File: src/design/kfq_pkg.sv
package kfq_pkg;

   localparam int DEPTH     = 16;
   localparam int KEY_BITS  = 32;
   localparam int DATA_BITS = 32;
   localparam int HELD_BITS = $clog2(DEPTH + 1);

   typedef enum logic [1:0] {
      KIND_APPEND     = 2'd0,
      KIND_REMOVE_HEAD = 2'd1,
      KIND_SEARCH     = 2'd2,
      KIND_REMOVE_KEY = 2'd3
   } kind_type;

   typedef enum logic [1:0] {
      STATUS_OK        = 2'd0,
      STATUS_EMPTY     = 2'd1,
      STATUS_NOT_FOUND = 2'd2,
      STATUS_FULL      = 2'd3
   } status_type;

   // write and shift never assert together
   typedef struct packed {
      logic write;
      logic shift;
   } cell_cmd_type;

endpackage

File: src/design/keyed_fifo_queue_core.sv
// Channel   Direction  Handshake             Fields
// req       in         req_valid/req_stall   kind, key, payload
// rsp       out        rsp_valid/rsp_stall   status, found_key, found_payload, held, now_empty
//
// A request is decided in the cycle it is accepted; its response shows in the
// next cycle from the output register. One request per cycle while rsp_stall is low.
// All cells compare against the request key at once; a removal shifts the cells
// above the hit down by one in the same edge.
// Reset (synchronous) empties the queue; cell contents are left as they are.
// While a response is held by rsp_stall, req_stall is raised.
module keyed_fifo_queue_core
   import kfq_pkg::*;
(
   input  logic                 clock,
   input  logic                 reset,
   input  logic                 req_valid,
   output logic                 req_stall,
   input  logic [1:0]           req_kind,
   input  logic [KEY_BITS-1:0]  req_key,
   input  logic [DATA_BITS-1:0] req_payload,
   output logic                 rsp_valid,
   input  logic                 rsp_stall,
   output logic [1:0]           rsp_status,
   output logic [KEY_BITS-1:0]  rsp_found_key,
   output logic [DATA_BITS-1:0] rsp_found_payload,
   output logic [HELD_BITS-1:0] rsp_held,
   output logic                 rsp_now_empty
);

   logic [HELD_BITS-1:0] count_ff, count_in;
   logic                 rsp_valid_ff, rsp_valid_in;
   status_type           status_ff, status_in;
   logic [KEY_BITS-1:0]  found_key_ff, found_key_in;
   logic [DATA_BITS-1:0] found_payload_ff, found_payload_in;

   logic [KEY_BITS-1:0]  cell_key     [DEPTH+1];
   logic [DATA_BITS-1:0] cell_payload [DEPTH+1];
   cell_cmd_type         cell_cmd     [DEPTH];
   logic [DEPTH-1:0]     match, occupied, hit, first_hit, sel, shift_en, write_en;

   logic     accept, empty, full, found_any;
   kind_type kind;

   assign accept    = req_valid && !req_stall;
   assign req_stall = rsp_valid_ff && rsp_stall;
   assign kind      = kind_type'(req_kind);
   assign empty     = (count_ff == '0);
   assign full      = (count_ff == HELD_BITS'(DEPTH));

   // past-the-end neighbor of the top cell
   assign cell_key[DEPTH]     = '0;
   assign cell_payload[DEPTH] = '0;

   for (genvar i = 0; i < DEPTH; i++) begin : g_cell
      assign occupied[i]       = (HELD_BITS'(i) < count_ff);
      assign cell_cmd[i].write = write_en[i];
      assign cell_cmd[i].shift = shift_en[i];

      kfq_cell u_cell (
         .clock        (clock),
         .cmd          (cell_cmd[i]),
         .new_key      (req_key),
         .new_payload  (req_payload),
         .next_key     (cell_key[i+1]),
         .next_payload (cell_payload[i+1]),
         .search_key   (req_key),
         .key          (cell_key[i]),
         .payload      (cell_payload[i]),
         .match        (match[i])
      );
   end

   // oldest hit: isolate lowest set bit; cells at or above it shift on removal
   assign hit       = match & occupied;
   assign first_hit = hit & (~hit + DEPTH'(1));
   assign found_any = |hit;

   always_comb begin
      count_in  = count_ff;
      status_in = STATUS_OK;
      sel       = '0;
      shift_en  = '0;
      write_en  = '0;
      if (accept) begin
         priority if (kind == KIND_APPEND) begin
            if (full) begin
               status_in = STATUS_FULL;
            end else begin
               for (int i = 0; i < DEPTH; i++) begin
                  write_en[i] = (count_ff == HELD_BITS'(i));
               end
               count_in = count_ff + HELD_BITS'(1);
            end
         end else if (empty) begin
            status_in = STATUS_EMPTY;
         end else if (kind == KIND_REMOVE_HEAD) begin
            sel      = DEPTH'(1);
            shift_en = '1;
            count_in = count_ff - HELD_BITS'(1);
         end else if (!found_any) begin
            status_in = STATUS_NOT_FOUND;
         end else begin
            sel = first_hit;
            if (kind == KIND_REMOVE_KEY) begin
               shift_en = ~(first_hit - DEPTH'(1));
               count_in = count_ff - HELD_BITS'(1);
            end
         end
      end
   end

   always_comb begin
      found_key_in     = '0;
      found_payload_in = '0;
      for (int i = 0; i < DEPTH; i++) begin
         found_key_in     = found_key_in     | (sel[i] ? cell_key[i]     : '0);
         found_payload_in = found_payload_in | (sel[i] ? cell_payload[i] : '0);
      end
   end

   always_comb begin
      priority if (accept) begin
         rsp_valid_in = 1'b1;
      end else if (!rsp_stall) begin
         rsp_valid_in = 1'b0;
      end else begin
         rsp_valid_in = rsp_valid_ff;
      end
   end

   always_ff @(posedge clock) begin
      if (reset) begin
         count_ff     <= '0;
         rsp_valid_ff <= 1'b0;
      end else begin
         count_ff     <= count_in;
         rsp_valid_ff <= rsp_valid_in;
      end
   end

   always_ff @(posedge clock) begin
      if (accept) begin
         status_ff        <= status_in;
         found_key_ff     <= found_key_in;
         found_payload_ff <= found_payload_in;
      end
   end

   assign rsp_valid         = rsp_valid_ff;
   assign rsp_status        = status_ff;
   assign rsp_found_key     = found_key_ff;
   assign rsp_found_payload = found_payload_ff;
   assign rsp_held          = count_ff;
   assign rsp_now_empty     = (count_ff == '0);

   a_count_bound: assert property (@(posedge clock) disable iff (reset)
      count_ff <= HELD_BITS'(DEPTH))
      else $error("fill count beyond depth");

   a_rsp_follows: assert property (@(posedge clock) disable iff (reset)
      accept |=> rsp_valid_ff)
      else $error("accepted request produced no response");

   a_full_means_full: assert property (@(posedge clock) disable iff (reset)
      (rsp_valid_ff && status_ff == STATUS_FULL) |-> (count_ff == HELD_BITS'(DEPTH)))
      else $error("full status while queue not full");

   a_empty_no_data: assert property (@(posedge clock) disable iff (reset)
      (rsp_valid_ff && status_ff != STATUS_OK) |-> (found_key_ff == '0 && found_payload_ff == '0))
      else $error("entry returned on failed request");

endmodule

File: src/design/kfq_cell.sv
module kfq_cell
   import kfq_pkg::*;
(
   input  logic                 clock,
   input  cell_cmd_type         cmd,
   input  logic [KEY_BITS-1:0]  new_key,
   input  logic [DATA_BITS-1:0] new_payload,
   input  logic [KEY_BITS-1:0]  next_key,
   input  logic [DATA_BITS-1:0] next_payload,
   input  logic [KEY_BITS-1:0]  search_key,
   output logic [KEY_BITS-1:0]  key,
   output logic [DATA_BITS-1:0] payload,
   output logic                 match
);

   logic [KEY_BITS-1:0]  key_ff;
   logic [DATA_BITS-1:0] payload_ff;

   always_ff @(posedge clock) begin
      if (cmd.write) begin
         key_ff     <= new_key;
         payload_ff <= new_payload;
      end else if (cmd.shift) begin
         // take the younger neighbor's entry
         key_ff     <= next_key;
         payload_ff <= next_payload;
      end
   end

   assign key     = key_ff;
   assign payload = payload_ff;
   assign match   = (key_ff == search_key);

endmodule

File: config.mk
export PLATFORM = sky130hd
export DESIGN_NAME = keyed_fifo_queue_core
export DESIGN_NICKNAME = d
export VERILOG_FILES = /design/src/design/kfq_pkg.sv /design/src/design/keyed_fifo_queue_core.sv /design/src/design/kfq_cell.sv
export SDC_FILE = /design/constraint.sdc
export NUM_CORES = 2
export LEC_CHECK = 0
export BUFFER_PORTS_ARGS = -buffer_cell sky130_fd_sc_hd__clkbuf_2
export CAP_MARGIN = 40
export CORE_UTILIZATION = 50
export DETAILED_ROUTE_END_ITERATION = 7
export PLACE_DENSITY = 0.72
export SYNTH_ARGS = -nofsm -noshare
export SYNTH_HDL_FRONTEND = slang
export SYNTH_SLANG_ARGS = --single-unit
File: constraint.sdc
create_clock -name clock -period 23.8 [get_ports clock]
set_clock_uncertainty 0.2 [all_clocks]
set_input_delay 4.76 -clock clock [delete_from_list [all_inputs] [get_ports clock]]
set_output_delay 4.76 -clock clock [all_outputs]
set_load 0.03 [all_outputs]
==> results.md <==
- Status: finished, final reports clean
- P_leak: 0.02275 uW
- Placed cell areas: 0.06242 mm2
- Post-Synthesis Cells: 4467
- I/O pin total: 144
- Global-route usage over all layers: 40.87%
- Placed cells: 5962
- Synth warn: 0
- CTS resizes: 0
- Max FO, Critical Path: 36
- Critical Path Sink Type: flop
- DIE AREA: 0.1212 mm2
- Worst-path clk slew: 0.07 ns
- Tcrit/Tclk final: 43.52%
- Commonest non-fill, non-tap cell in the layout: edfxtp_1
- Finished Cell Area: 0.06621 mm2
- Fin. max-slew vios: 0
- Max H-tree Level: 3
- Worst slew margin: 22.17%
- Max Freq: 96.55 MHz
- Filler cell count: 9688
- CTS Sinks: 1096
- Final min period: 10.36 ns
- First-pass GRT wire length: 344.5 mm
- CTS tree: yes
- Yosys cell types: 81
- Clock Tree Root: clkbuf_16
- Largest net degree at the start of global routing: 51
- Post-synth top area share: 54.63%
- Antenna violations before repair: 11
- Core area: 0.1184 mm2
- Number of cell rows: 126
- CP arrival: 10.53 ns
- Post-Route WL: 251.8 mm
- Synth area leader: edfxtp_1
- Critical path data required time: 23.97 ns
- Starting density of the core: 50.60%
- Top post-synthesis cells by area: edfxtp_1 (55%), mux2_2 (18%), xnor2_1 (4.2%)
- # port buffers: 143
- Area of the multi-input gates: 0.02506 mm2
- PwrDens: 66.64 mW/mm2
- Most common flop cell mapped by yosys: edfxtp_1
- CTS buffer count: 117
- Antenna Violating Nets Remaining: 0
- Final Hold Fails: 0
- 1st-pass router iterations: 8
- Clock Latency Late Sink: 0.75 ns
- HP Class: reg2reg
- DR vias/cell: 7.147
- Via count: 44230
- Post-Layout Cell Count: 6188
- DRT iter0 DRCs: 7859
- Post-synth EDFFs: 1090
- Setup violators final: 0
- RSZ-0062 raised after global routing: false
- Sequential share of the synthesized area: 54.83%
- Hold-fix buffers, CTS: 0
- WL/cell: 40.68 um
- Area grow syn2layout: 10.52%
- Chip width: 348.2 um
- Synthesized area: 0.05991 mm2
- Post-DP HPWL: 169.3 mm
- WS Path Type: in2reg
- Drt drc: 0
- Share of layout cells above drive strength 1: 33.12%
- Die H: 348.2 um
- FF/Latch Area: 0.03285 mm2
- CTS max path bufs: 3
- Most frequent cells in the layout: edfxtp_1 (1090), mux2_2 (961), xnor2_1 (284), xor2_1 (234), a22oi_1 (147)
- Routability Congestion: 1.049
- Seq cells post-synth: 1096
- # nets final: 4558
- Slew @ Worst Pin: 1.167 ns
- Worst hold stages: 1
- CP startpoint kind: primary input
- Syn Area/Cell: 13.41 um2
- GRT overflow: 0
- MaxCap Viol Count: 0
- Synth Net Count: 4541
- Setup Fix Bufs, Post-CTS: 0
- Peak VDD IR: 0.05825 mV
- Asr flop ratio synth: 0%
- Worst r2r path cells: 12
- Vias in the first global route: 41800
- Sum Neg Setup Slack: 0 ns
[flip-flops by register name (all words and copies together), names as in the netlist]
register / count
g_cell.u_cell.key: 512
g_cell.u_cell.payload: 512
rsp_found_key: 32
rsp_found_payload: 32
rsp_held: 5
rsp_status: 2
rsp_valid: 1
[cell usage after synthesis, types with 29 or more instances]
master    count
and3_1       97
nor3_1       67
nand4_1     117
or3_1        29
a21oi_1      54
a222oi_1     54
xor2_1      234
nor2_1       78
nand3_1     120
buf_6        36
mux2_2      961
nor4_1       79
o21ai_0      32
buf_2       102
buf_4        43
a22oi_1     148
clkbuf_1    216
inv_1        98
xnor2_1     284
a22o_1      109
a221oi_1     41
nand2_1     131
edfxtp_1   1090
[metrics by stage]
| step | setup WS, ns | hold slack [ns] | util [%] | total power, uW |
|---|---|---|---|---|
| 6_report | 13.44 | 0.3719 | 55.92 | 4412 |
| 5_1_grt | 13.25 | 0.3847 | 55.91 | 4483 |
| 4_1_cts | 13.59 | 0.3673 | 55.89 | 4398 |
| 3_5_place_dp | 12.87 | 0.3611 | 52.72 | 2581 |
| 3_3_place_gp | 12.89 | 0.3542 | 52.32 | 2576 |
| 2_1_floorplan | 11.61 | 0.3291 | - | 2434 |
[logic make-up after synthesis]
logic type	count (synthesis)	share of synthesized area, %
adders and majority gates	4	0.08354
muxes	963	18.10
and+or+nand+nor	836	8.028
buffers and inverters	498	4.054
AOI/OAI and AO/OA	552	7.334
DFF	1096	54.83
xor gates and xnor gates	518	7.572
[worst max-delay path, stage by stage]
cell and delay (ns):
clkbuf_2 0.07, buf_4 0.48, xor2_1 0.15, nor4_1 0.65
nand3_1 0.38, nor4_4 0.69, nor2_1 0.29, nand4_2 0.42
or3_1 0.32, nand3_1 0.58, o21ai_4 0.33, buf_4 0.58
buf_4 0.66
[worst paths after layout]
path,to,slack (ns),startpoint
hold / removal,g_cell[6].u_cell.payload[26]$_DFFE_PP_,0.37,g_cell[7].u_cell.payload[26]$_DFFE_PP_
hold reg to reg,g_cell[6].u_cell.payload[26]$_DFFE_PP_,0.37,g_cell[7].u_cell.payload[26]$_DFFE_PP_
setup / recovery,g_cell[14].u_cell.key[16]$_DFFE_PP_,13.44,req_key[15]
setup reg to reg,g_cell[14].u_cell.key[16]$_DFFE_PP_,16.57,rsp_held[0]$_SDFFE_PP0P_
[per-layer routing]
| layer | vias to the layer above | track usage, % | wire, um |
|---|---|---|---|
| met3 | 730 | 12.84 | 35430 |
| met2 | 3699 | 59.61 | 107800 |
| li1 | 17350 | - | - |
| met5 | - | 0 | 79 |
| met1 | 22430 | 54.85 | 93950 |
| met4 | 12 | 20.36 | 14500 |
[report_power, final]
part / leakage, uW / switching (uW) / internal, uW / total [uW]
logic: 0.0110 / 249 / 100 / 349
registers: 0.00991 / 40.6 / 2170 / 2210
clock network: 0.00183 / 816 / 1040 / 1860
[area by class of cell]
class	instances	area share, %
Sequential cell	1096	49.62
Multi-Input combinational cell	2873	37.85
Clock buffer	139	4.547
Timing Repair Buffer	298	3.250
Tap cell	1600	3.023
Clock inverter	76	1.124
Inverter	98	0.5593
Antenna cell	8	0.03023
No activity file was read; power rests on OpenSTA's default activity.
